==> src/sv/dit_pkg.sv <==
// Package for the two-timer interval timer peripheral: item types, request codes,
// register map codes and control word bit positions.
// No dependencies.
package dit_pkg;

   localparam int TIMER_COUNT = 2;

   localparam logic [1:0] REQ_READ  = 2'd0;
   localparam logic [1:0] REQ_WRITE = 2'd1;
   localparam logic [1:0] REQ_TICK  = 2'd2;

   localparam logic [3:0] ADDR_IRQ_ENABLE = 4'd0;
   localparam logic [3:0] ADDR_IRQ_STATUS = 4'd1;

   localparam logic [1:0] REG_CONTROL  = 2'd0;
   localparam logic [1:0] REG_INTERVAL = 2'd1;
   localparam logic [1:0] REG_CURRENT  = 2'd2;

   localparam int CTL_ENABLE    = 0;
   localparam int CTL_RELOAD    = 1;
   localparam int CTL_SRC24     = 2;
   localparam int CTL_PRE_LSB   = 4;
   localparam int CTL_PRE_MSB   = 6;
   localparam int CTL_SINGLE    = 7;

   typedef struct packed {
      logic [1:0]  req_type;
      logic [3:0]  address;
      logic [31:0] write_data;
      logic        slow_edge;
   } req_item_type;

   typedef struct packed {
      logic [31:0] read_data;
      logic [1:0]  irq_lines;
   } rsp_item_type;

endpackage

==> src/sv/dual_interval_timer_peripheral_unit.sv <==
// Top level of the two-timer interval timer peripheral: input register, register
// map, timer update logic and result register.
// Depends on dit_pkg.
//
//   channel   direction  handshake             payload
//   req       in         req_valid/req_ready   req_data (read, write or tick item)
//   rsp       out        rsp_valid/rsp_ready   rsp_data (read data, interrupt lines)
//
// Every item goes from the input register through the register map and timer logic
// into the result register. One item is accepted per cycle; the input register
// only waits when the result register holds an item that has not been taken.
// Synchronous reset clears all registers of the map and both pipeline valids.
module dual_interval_timer_peripheral_unit (
   input  logic                  clock,
   input  logic                  reset,
   input  logic                  req_valid,
   output logic                  req_ready,
   input  dit_pkg::req_item_type req_data,
   output logic                  rsp_valid,
   input  logic                  rsp_ready,
   output dit_pkg::rsp_item_type rsp_data
);

   localparam int TC = dit_pkg::TIMER_COUNT;

   localparam logic [3:0] ADDR_IRQ_ENABLE_C = dit_pkg::ADDR_IRQ_ENABLE;
   localparam logic [3:0] ADDR_IRQ_STATUS_C = dit_pkg::ADDR_IRQ_STATUS;

   logic                  in_valid_ff;
   logic                  in_valid_in;
   dit_pkg::req_item_type in_item_ff;
   logic                  out_valid_ff;
   logic                  out_valid_in;
   dit_pkg::rsp_item_type out_item_ff;
   dit_pkg::rsp_item_type out_item_in;
   logic                  advance;

   logic [TC-1:0] enable_ff;
   logic [TC-1:0] enable_in;
   logic [TC-1:0] status_ff;
   logic [TC-1:0] status_in;
   logic [7:0]    control_ff  [TC];
   logic [7:0]    control_in  [TC];
   logic [31:0]   interval_ff [TC];
   logic [31:0]   interval_in [TC];
   logic [31:0]   current_ff  [TC];
   logic [31:0]   current_in  [TC];
   logic [6:0]    prescale_ff [TC];
   logic [6:0]    prescale_in [TC];

   logic [31:0]   read_value;
   logic [TC-1:0] reload_seen;

   assign advance      = in_valid_ff && (!out_valid_ff || rsp_ready);
   assign req_ready    = !in_valid_ff || advance;
   assign in_valid_in  = req_ready ? req_valid : in_valid_ff;
   assign out_valid_in = advance || (out_valid_ff && !rsp_ready);

   always_comb begin
      read_value = '0;
      if (in_item_ff.address == ADDR_IRQ_ENABLE_C) begin
         read_value = 32'(enable_ff);
      end else if (in_item_ff.address == ADDR_IRQ_STATUS_C) begin
         read_value = 32'(status_ff);
      end
      for (int t = 0; t < TC; t++) begin
         if ({1'b0, in_item_ff.address[3:2]} == 3'(t + 1)) begin
            case (in_item_ff.address[1:0])
               dit_pkg::REG_CONTROL:  read_value = 32'(control_ff[t]);
               dit_pkg::REG_INTERVAL: read_value = interval_ff[t];
               dit_pkg::REG_CURRENT:  read_value = current_ff[t];
               default:               read_value = '0;
            endcase
         end
      end
   end

   always_comb begin
      logic [7:0] pre_next;
      logic [7:0] pre_limit;
      logic       sel;
      enable_in = enable_ff;
      status_in = status_ff;
      for (int t = 0; t < TC; t++) begin
         control_in[t]  = control_ff[t];
         interval_in[t] = interval_ff[t];
         current_in[t]  = current_ff[t];
         prescale_in[t] = prescale_ff[t];
      end
      pre_next  = '0;
      pre_limit = '0;
      sel       = 1'b0;
      if (advance) begin
         unique case (in_item_ff.req_type)
            dit_pkg::REQ_WRITE: begin
               if (in_item_ff.address == ADDR_IRQ_ENABLE_C) begin
                  enable_in = in_item_ff.write_data[TC-1:0];
               end else if (in_item_ff.address == ADDR_IRQ_STATUS_C) begin
                  status_in = status_ff & ~in_item_ff.write_data[TC-1:0];
               end
               for (int t = 0; t < TC; t++) begin
                  sel = ({1'b0, in_item_ff.address[3:2]} == 3'(t + 1));
                  if (sel) begin
                     case (in_item_ff.address[1:0])
                        dit_pkg::REG_CONTROL: begin
                           control_in[t] = in_item_ff.write_data[7:0];
                           control_in[t][dit_pkg::CTL_RELOAD] = 1'b0;
                           if (in_item_ff.write_data[dit_pkg::CTL_RELOAD]) begin
                              current_in[t]  = interval_ff[t];
                              prescale_in[t] = '0;
                           end
                        end
                        dit_pkg::REG_INTERVAL: interval_in[t] = in_item_ff.write_data;
                        dit_pkg::REG_CURRENT:  current_in[t]  = in_item_ff.write_data;
                        default: ;
                     endcase
                  end
               end
            end
            dit_pkg::REQ_TICK: begin
               for (int t = 0; t < TC; t++) begin
                  if (control_ff[t][dit_pkg::CTL_ENABLE] &&
                      (control_ff[t][dit_pkg::CTL_SRC24] || in_item_ff.slow_edge)) begin
                     pre_next  = {1'b0, prescale_ff[t]} + 8'd1;
                     pre_limit = 8'd1 <<
                        control_ff[t][dit_pkg::CTL_PRE_MSB:dit_pkg::CTL_PRE_LSB];
                     if (pre_next >= pre_limit) begin
                        prescale_in[t] = '0;
                        if (current_ff[t] <= 32'd1) begin
                           status_in[t] = 1'b1;
                           if (control_ff[t][dit_pkg::CTL_SINGLE]) begin
                              current_in[t] = '0;
                              control_in[t][dit_pkg::CTL_ENABLE] = 1'b0;
                           end else begin
                              current_in[t] = interval_ff[t];
                           end
                        end else begin
                           current_in[t] = current_ff[t] - 32'd1;
                        end
                     end else begin
                        prescale_in[t] = pre_next[6:0];
                     end
                  end
               end
            end
            default: ;
         endcase
      end
   end

   always_comb begin
      out_item_in.read_data = (in_item_ff.req_type == dit_pkg::REQ_READ) ? read_value : '0;
      out_item_in.irq_lines = 2'(status_in & enable_in);
   end

   always_ff @(posedge clock) begin
      if (reset) begin
         in_valid_ff  <= 1'b0;
         out_valid_ff <= 1'b0;
         enable_ff    <= '0;
         status_ff    <= '0;
         for (int t = 0; t < TC; t++) begin
            control_ff[t]  <= '0;
            interval_ff[t] <= '0;
            current_ff[t]  <= '0;
            prescale_ff[t] <= '0;
         end
      end else begin
         in_valid_ff  <= in_valid_in;
         out_valid_ff <= out_valid_in;
         enable_ff    <= enable_in;
         status_ff    <= status_in;
         for (int t = 0; t < TC; t++) begin
            control_ff[t]  <= control_in[t];
            interval_ff[t] <= interval_in[t];
            current_ff[t]  <= current_in[t];
            prescale_ff[t] <= prescale_in[t];
         end
      end
   end

   always_ff @(posedge clock) begin
      if (req_ready) begin
         in_item_ff <= req_data;
      end
      if (advance) begin
         out_item_ff <= out_item_in;
      end
   end

   assign rsp_valid = out_valid_ff;
   assign rsp_data  = out_item_ff;

   always_comb begin
      for (int t = 0; t < TC; t++) begin
         reload_seen[t] = control_ff[t][dit_pkg::CTL_RELOAD];
      end
   end

`ifndef SYNTHESIS
   assert property (@(posedge clock) disable iff (reset) reload_seen == '0)
      else $error("A stored control word holds the reload bit.");

   assert property (@(posedge clock) disable iff (reset)
      advance |=> (rsp_data.irq_lines == 2'(status_ff & enable_ff)))
      else $error("Interrupt lines of the result do not match the registers.");

   assert property (@(posedge clock) disable iff (reset)
      (in_valid_ff && !advance) |=> (in_valid_ff && $stable(in_item_ff)))
      else $error("The held input item was lost or overwritten.");

   assert property (@(posedge clock) disable iff (reset)
      !advance |=> ($stable(status_ff) && $stable(enable_ff)))
      else $error("Interrupt registers changed without an item.");
`endif

endmodule
==> config.mk <==
export PLATFORM = sky130hd
export DESIGN_NAME = dual_interval_timer_peripheral_unit
export DESIGN_NICKNAME = d
export VERILOG_FILES = /design/src/sv/dit_pkg.sv /design/src/sv/dual_interval_timer_peripheral_unit.sv
export SDC_FILE = /design/constraint.sdc
export NUM_CORES = 1
export LEC_CHECK = 0
export ABC_AREA = 0
export BUFFER_PORTS_ARGS = -buffer_cell sky130_fd_sc_hd__buf_2
export CAP_MARGIN = 20
export CORE_MARGIN = 4
export CORE_UTILIZATION = 40
export DETAILED_ROUTE_END_ITERATION = 7
export GPL_TIMING_DRIVEN = 0
export HOLD_SLACK_MARGIN = 0.05
export PLACE_DENSITY = 0.56
export SLEW_MARGIN = 20
export SYNTH_ARGS = -nofsm -noshare
export SYNTH_HDL_FRONTEND = slang
export SYNTH_SLANG_ARGS = --single-unit
==> constraint.sdc <==
create_clock -name clock -period 2.95 [get_ports clock]
set_clock_uncertainty 0.05 [all_clocks]
set_input_delay 0.295 -clock clock [delete_from_list [all_inputs] [get_ports clock]]
set_output_delay 0.295 -clock clock [all_outputs]
set_load 0.03 [all_outputs]
* Yosys cells after proc, flatten, opt, wreduce, memory -nomap -nowiden
Memory sizes are Yosys's and may differ from the RTL's.
Index checks and enable logic that the tools add are counted.
** Operators by class
- Bitwise logic cells :: 11
- Shift operators :: 2
- Add/sub/neg operators :: 4
- Eq/ne operators :: 7
- Mux-type cells :: 81
- Magnitude comparators :: 4
- Reductions and logical operators :: 15
** Operator list (number)
- $mux W32 :: 22
- $mux W64 :: 3
- $pmux W32 S3 :: 2
- $pmux W32 S2 :: 2
- $pmux W64 S2 :: 1
- $mux W7 :: 14
- $le A32 B1 Y1 const B :: 2
- $sub A32 B1 Y32 const B :: 2
- $mux W8 :: 6
- $pmux W14 S2 :: 1
- $mux W1 :: 17
- $add A7 B1 Y8 const B :: 2
- $ge A8 B8 Y1 :: 2
- $mux W16 :: 1
- $mux W2 :: 8
- $shl A1 B3 Y8 const A :: 2
- $mux W14 :: 1
- $or A1 B1 Y1 :: 8
- $eq A2 B1 Y1 const B :: 3
- $eq A2 B2 Y1 const B :: 3
- $logic_or A1 B1 Y1 :: 5
- $and A2 B2 Y2 :: 2
- $eq A4 B1 Y1 const B :: 1
- $logic_and A1 B1 Y1 :: 4
- 6 further kinds :: 10
** Storage, ports and cells
- RAM bits :: 158
- Register bits after elaboration :: 79
- Input bits :: 43
- Memories kept :: 4
- Output and inout port bits :: 36
** Memory list
- current_ff :: words 2, width 32, read ports 2, clocked after Yosys merged registers in 0, wr ports 2, line dual_interval_timer_peripheral_unit.sv:46 : logic [31:0] current_ff [TC];
- interval_ff :: words 2, width 32, read ports 2, clocked after Yosys merged registers in 0, wr ports 2, line dual_interval_timer_peripheral_unit.sv:44 : logic [31:0] interval_ff [TC];
- control_ff :: words 2, width 8, read ports 2, clocked after Yosys merged registers in 0, wr ports 2, line dual_interval_timer_peripheral_unit.sv:42 : logic [7:0] control_ff [TC];
- prescale_ff :: words 2, width 7, read ports 2, clocked after Yosys merged registers in 0, wr ports 2, line dual_interval_timer_peripheral_unit.sv:48 : logic [6:0] prescale_ff [TC];

* Longest topological paths before layout
Gate-level depths: netlist (run 1).
An unclocked memory read counts as a cell.
- Depth after elaboration :: 8
- Mapped depth :: 13
- Gate-level depth less buffers :: 11

* Worst setup path before layout (run 1)
Ideal clock, no wire load.
- Path type :: reg2reg
- Start :: mem control_ff[1][5], in the netlist control_ff[0][13]
- End :: mem current_ff[1][27], in the netlist current_ff[0][59]
- Stages on the path, launching flop included :: 12
- Period minus slack after synthesis :: 3.288 ns
- Setup slack :: -0.338 ns
- Setup time :: 0.091 ns
- Arrival time :: 3.147 ns
- Cell sequence :: dfxtp_1 clkbuf_1 or3b_2 ha_1 or3_1 a21oi_1 o311ai_1 and4b_1 clkbuf_1 clkbuf_1 nor2_1 a311oi_1
** RTL lines (line)
- start: declaration :: dual_interval_timer_peripheral_unit.sv:42
- end: declaration :: dual_interval_timer_peripheral_unit.sv:46

* Worst setup path after layout (run 1)
- Start :: reg in_item_ff[33] in the netlist's numbering
- End :: reg out_item_ff (netlist bit rsp_data[31]), data pin
** Between the ends
- Word-level cells in the longest chain between the ends :: 4
- Elaborated cells on any way between the ends :: 7
** RTL lines
- start: declaration :: line dual_interval_timer_peripheral_unit.sv:31 : dit_pkg::req_item_type in_item_ff;
- start signal: assignment :: line dual_interval_timer_peripheral_unit.sv:184 : in_item_ff <= req_data;
- $eq A2 B2 Y1, or another cell as far along :: line dual_interval_timer_peripheral_unit.sv:68 : case (in_item_ff.address[1:0])
- $pmux W32 S3 :: line dual_interval_timer_peripheral_unit.sv:68
- $mux W32 :: line dual_interval_timer_peripheral_unit.sv:67 : if ({1'b0, in_item_ff.address[3:2]} == 3'(t + 1)) begin
- $mux W32 (*) :: line dual_interval_timer_peripheral_unit.sv:67
- end signal: assignment :: line dual_interval_timer_peripheral_unit.sv:187 : out_item_ff <= out_item_in;
- end: declaration :: line dual_interval_timer_peripheral_unit.sv:34 : dit_pkg::rsp_item_type out_item_ff;
Every way passes the cells marked *; elsewhere a longest branch is shown, timed or not.
A chain may end at the register's enable or synchronous reset.

==> flow_summary.yaml, run 1 <==
global_routing:
  overflow: 0
  grt_max_degree: 41
  antenna_found_initial: 0
  grt_pass1_wl_um: 80700
  grt_pass1_vias: 12693
  grt_usage_pct: 29.4
synthesis:
  ys.flop_type: "dfxtp_1"
  synth_cell_types: 69
  seq_area_frac_synth_pct: 41.7
  syn_area_mm2: 0.0130
  syn_nets: 1635
  synth-edff-count: 73
  netlist.area_leader.share_pct: 24.9
  syn_area_per_cell_um2: 8.33
  synth.most_common_cell: "nand2_1"
  synth_seq_cells: 235
  ys_async_sr_fraction_pct: 0
  ys_warn_count: 0
  synthTopCellsByArea: "dfxtp_1, edfxtp_1, nand2_1"
  netlist_instances: 1567
  yosys.area.top_type: "dfxtp_1"
  ys_top_cells_by_count: "nand2_1, dfxtp_1, a21oi_1"
worst_setup_path:
  max_stage_delay_ns: 0.42
  arrival_ns: 3.31
  rr_startpoint: "in_item_ff[33]"
  critPathKind: "flip-flop to flip-flop"
  crit_start: "in_item_ff[33]"
  cp_slowest_cell: "edfxtp_1"
  critPathCaptureType: "flip-flop"
  critPathLaunchType: "flip-flop"
  worstPathCellList: "buf_2 > nor2b_1 > clkbuf_2 > clkbuf_2 > buf_2 > a22oi_1 > o22ai_1 > and2_1"
  critPathRequiredTime_ns: 3.32
  critPathMaxFanout: 10
clocking:
  cts_tree: "done"
  cts_num_sinks: 235
  cts_max_level: 1
  cts_max_path_buffers: 3
  clk_pin_slew_worst_paths_ns: 0.06
  cts-root-buf: "clkbuf_16"
  cts_made_buffers: 29
  clkLatencyLatePin_ns: 0.56
floorplan:
  fp.coreArea_mm2: 0.0319
  rows: 65
  io_pins: 79
  dieArea_mm2: 0.0356
  start_util_pct: 40.9
  fp.dieW_um: 189
  die_height_um: 189
final_layout:
  final_area_mm2: 0.0163
  multiInputGateArea_mm2: 0.00752
  area.growth.synth_to_final_pct: 24.9
  seqCellArea_mm2: 0.00546
  fillCellCount: 3098
  drive_gt1_share_pct: 16.2
  nets: 1817
  final_core_util_pct: 51.1
  antenna_cells: 0
timing:
  finalCritPeriodShare_pct: 99.7
  setup_viol: 0
  relSlewSlack_pct: 27.9
  rsz0062_at_grt: "yes"
  worst_pin_slew_ns: 1.08
  post-route-worst-setup-slack_ns: 0.00803
  period_minus_slack_ns: 2.94
  hold_viol_final: 0
  finalSetupTns_ns: 0
  max_freq_ghz: 0.340
  drv_slew: 0
placement:
  dpl_cell_area_mm2: 0.0140
  io_buffers: 77
  dp_slack_ns: -1.14
  finalWeightedCongestion: 0.971
  post-dp-hpwl_um: 39000
routing:
  via_count: 13645
  first_pass_iters: 6
  ant_nets: 0
  drt_iter0_markers: 1761
  drt-vias-per-instance: 6.18
  routedWlPerCell_um: 24.9
  wl_um: 54900
  drc: 0
hold_path:
  hp-start: "req_data[8]"
  hp-class: "primary input to flip-flop"
pwr:
  p_leak_nw: 5.93
  ir_drop_mv: 0.435
  power_density_mw_per_mm2: 533
  power.total_mw: 8.68
run_status:
  outcome: "complete, no violations"
flow_run:
  maxCapViolations: 0
final cells by class:
class / instances / area share, %
Inverter: 19 / 0.437
Sequential cell: 235 / 33.5
Clock inverter: 13 / 0.737
Tap cell: 435 / 3.34
Multi-Input combinational cell: 1184 / 46.1
Timing Repair Buffer: 160 / 7.25
Buffer: 120 / 3.68
Clock buffer: 41 / 4.91
layer usage:
metal / wire length, um / vias up / track usage (%)
li1: - / 6170 / -
met4: 2130 / 0 / 9.56
met2: 23400 / 834 / 44.2
met3: 6730 / 150 / 8.86
met1: 22600 / 6491 / 40.6
met5: 0 / - / 0
flip-flops by register name, indices dropped and copies added, names as in the netlist:
register     cells
status_ff        2
enable_ff        2
current_ff      64
interval_ff     64
control_ff      14
in_item_ff      39
rsp_data        34
prescale_ff     14
in_valid_ff      1
rsp_valid        1
through the flow:
step                std cells  hold WS [ns]
floorplan                1567         0.344
global placement         2079         0.407
detailed placement       2080         0.413
CTS                      2193         0.368
global route             2207         0.389
finish                   2207         0.391
report_power, final:
part	leakage [nW]	internal (mW)	total [mW]	switching, mW
Combinational	3.41	0.593	1.67	1.07
Clock	0.457	2.06	3.50	1.44
Sequential	2.06	3.40	3.51	0.113
cells in the final DEF (no fill, tap or decap), types with 12 or more instances in the layout:
cell / instances
clkbuf_16: 30
and3_1: 15
a211oi_1: 35
o22ai_1: 37
edfxtp_1: 73
and2_1: 33
a221oi_1: 14
a21oi_1: 149
nand4_1: 17
nand3_1: 38
buf_4: 38
dlygate4sd3_1: 41
mux2i_1: 29
clkbuf_2: 18
dfxtp_1: 149
a22oi_1: 49
or3_1: 16
xnor2_1: 16
ha_1: 20
nor2_1: 104
o21ai_0: 41
nand3b_1: 19
a31oi_1: 14
nor3_1: 29
buf_2: 83
nor4_1: 15
clkbuf_1: 85
xor2_1: 26
nand2b_1: 12
nand2_1: 254
inv_1: 19
logic make-up (layout without fill, tap and decap cells):
logic type	count (synthesis)	after routing	share of synthesized area, %
mux	31	31	2.39
simple gates	632	632	23.5
fa+ha+maj	25	25	2.40
buf+inv	148	353	4.31
compound gates	453	453	22.9
xor+xnor	43	43	2.89
flops	235	235	41.7
worst max-delay path: cells and delay by family (launching register included):
family,cells,cell delay [ns]
compound gates,2,0.58
buf+inv,4,1.39
flops,1,0.42
simple gates,2,0.36
timing repair:
action,4_1_cts,5_1_grt
hold endpoints to repair,41,0
hold buffers,41,0
pin swaps,10,18
gates resized for setup,98,77
setup endpoints to repair,141,80
buffers inserted,24,16
cloned,0,1
final timing paths:
path	to	slack, ns	depth (start not counted)
hold / removal	in_item_ff[8]	0.39	2
setup / recovery	rsp_data[31]	0.008	8
setup reg to reg	rsp_data[31]	0.008	8
hold reg to reg	interval_ff[0][25]	0.43	2
(Power assumes the default switching activity.)
==> inputs of run 2 (changes only) <==
Clock period 2.95 ns to 2.7 ns, I/O delays scaled along.
==> run 2 against run 1 <==
The flow now finishes with violations (negative setup slack). Combinational power up 26%. Worst hold slack worse by 0.033 ns. Non-clock buffer count up 49. Highest routed layer unchanged. Largest power group is now the clock network. Routed wire length increased by 5.8%. Die area stayed put. Critical path depth fell by 2.
==> flow_summary.yaml, run 2 (same netlist as run 1, synthesis figures left out) <==
clocking:
  cts_max_path_buffers: 3
  cts_made_buffers: 28
  cts_max_level: 1
  cts_tree: "done"
  clkLatencyLatePin_ns: 0.57
  cts-root-buf: "clkbuf_16"
  clk_pin_slew_worst_paths_ns: 0.07
  cts_num_sinks: 235
flow_run:
  maxCapViolations: 0
pwr:
  p_leak_nw: 6.52
  ir_drop_mv: 0.557
  power_density_mw_per_mm2: 558
floorplan:
  io_pins: 79
  dieArea_mm2: 0.0356
  fp.coreArea_mm2: 0.0319
  rows: 65
  fp.dieW_um: 189
  start_util_pct: 40.9
  die_height_um: 189
global_routing:
  grt_max_degree: 41
  overflow: 0
  antenna_found_initial: 0
  grt_pass1_vias: 13288
  grt_usage_pct: 30.7
  grt_pass1_wl_um: 83700
worst_setup_path:
  critPathCaptureType: "flip-flop"
  cpMostUsedCell: "or4_4"
  rrSetupSlack_ns: -0.19
  r2r_end: "current_ff[0][11]"
  max_stage_delay_ns: 0.57
  critPathLaunchType: "flip-flop"
  worstPathCellList: "or4_4 > or4_4 > or4_4 > or3b_1 > a311o_1 > a21oi_1"
  cp_slowest_cell: "or4_4"
  r2r_cells: 6
  critPathMaxFanout: 3
  critPathKind: "flip-flop to flip-flop"
  arrival_ns: 3.32
  rr_startpoint: "current_ff[0][25]"
  cp_num_buf_inv: 0
  critPathRequiredTime_ns: 3.13
  critPathTopFamily: "simple AND/OR/NAND/NOR gates"
final_layout:
  final_core_util_pct: 56.0
  final_area_mm2: 0.0178
  final_cell_mix: "nand2_1, dfxtp_1, a21oi_1, nor2_1, buf_2"
  drive_gt1_share_pct: 25.7
  final_common_cell: "nand2_1"
  nets: 1866
  area.growth.synth_to_final_pct: 36.7
  largestRegisters: "current_ff x64, interval_ff x64, in_item_ff x39"
timing:
  post-route-worst-setup-slack_ns: -0.189
  hold_viol_final: 0
  relSlewSlack_pct: 17.8
  drv_slew: 0
  setup_viol: 54
  finalCritPeriodShare_pct: 107
  worst_pin_slew_ns: 1.23
  period_minus_slack_ns: 2.89
  finalSetupTns_ns: -3.44
  max_freq_ghz: 0.346
  rsz0062_at_grt: "yes"
routing:
  via_count: 14151
  first_pass_iters: 6
  wl_um: 58100
  drc: 0
  ant_nets: 0
  drt_iter0_markers: 1938
  routedWlPerCell_um: 25.7
  drt-vias-per-instance: 6.27
hold_path:
  hp-class: "primary input to flip-flop"
  hold_path_depth: 2
  hp-start: "req_data[12]"
  hold_end: "in_item_ff[12]"
placement:
  post-dp-hpwl_um: 39600
  dpl_cell_area_mm2: 0.0142
  dp_slack_ns: -1.46
  finalWeightedCongestion: 0.978
  io_buffers: 77
run_status:
  outcome: "finished, violations left"
  failed_checks: "negative setup slack"
[run 2: cell types whose count changed in the layout (fill, tap and decap cells not counted), moves of 8 or more]
cell / previous run / this run
o21ai_0: 41 / 33
nor2_4: 1 / 16
buf_6: 3 / 25
nor2_1: 104 / 82
a211oi_1: 35 / 17
a22oi_2: 0 / 9
clkbuf_1: 85 / 68
ha_1: 20 / 12
buf_4: 38 / 67
a211oi_2: 2 / 19
a22oi_1: 49 / 40
[run 2: worst max path at each step]
stage / start / end / slack [ns] / depth (start not counted)
final: current_ff[0][25] / current_ff[0][11] / -0.19 / 6
after global routing: prescale_ff[0][7] / current_ff[0][61] / -0.21 / 13
after CTS: current_ff[0][25] / current_ff[0][11] / -0.17 / 6
after detailed placement: in_item_ff[37] / current_ff[0][34] / -1.46 / 8
after global placement: current_ff[0][4] / current_ff[0][8] / -1.52 / 7
after floorplan: current_ff[0][25] / current_ff[0][11] / -0.12 / 7
[run 2: routing by layer]
metal,track usage [%],wire length [um],vias up
met5,0,0,-
met2,45.3,24700,905
met4,12.9,2790,0
met3,9.48,6850,200
li1,-,-,6289
met1,41.7,23800,6757
[run 2: timing repair]
action / 4_1_cts / 5_1_grt
gates cloned: 5 / 3
hold endpoints to repair: 41 / 0
setup endpoints to repair: 188 / 167
gates resized for setup: 195 / 201
buffers inserted: 52 / 36
pin swaps: 62 / 70
hold buffers: 42 / 0
[run 2: power breakdown]
| group | internal (mW) | switching (mW) | total, mW | leakage, nW |
|---|---|---|---|---|
| Sequential | 3.71 | 0.136 | 3.85 | 2.07 |
| Combinational | 0.793 | 1.31 | 2.10 | 3.98 |
| Clock | 2.42 | 1.59 | 4.01 | 0.468 |
| Total | 6.92 | 3.03 | 9.96 | 6.52 |
[run 2: metrics by stage]
step	instances	hold slack, ns	power (mW)
finish	2257	0.358	9.96
CTS	2224	0.338	9.72
detailed placement	2080	0.398	5.42
global placement	2079	0.396	5.42
global route	2255	0.367	10.2
floorplan	1567	0.319	4.85
[run 2: layout make-up]
class,count,area [um^2]
flip-flops and latches,235,5480
inverters,19,71.3
repair buffers,213,1690
multi-input cells,1185,8380
clock buffers,40,797
plain buffers,116,716
fillers,2983,14000
diodes,2,5.00
well taps,435,544
clock inverters,12,160
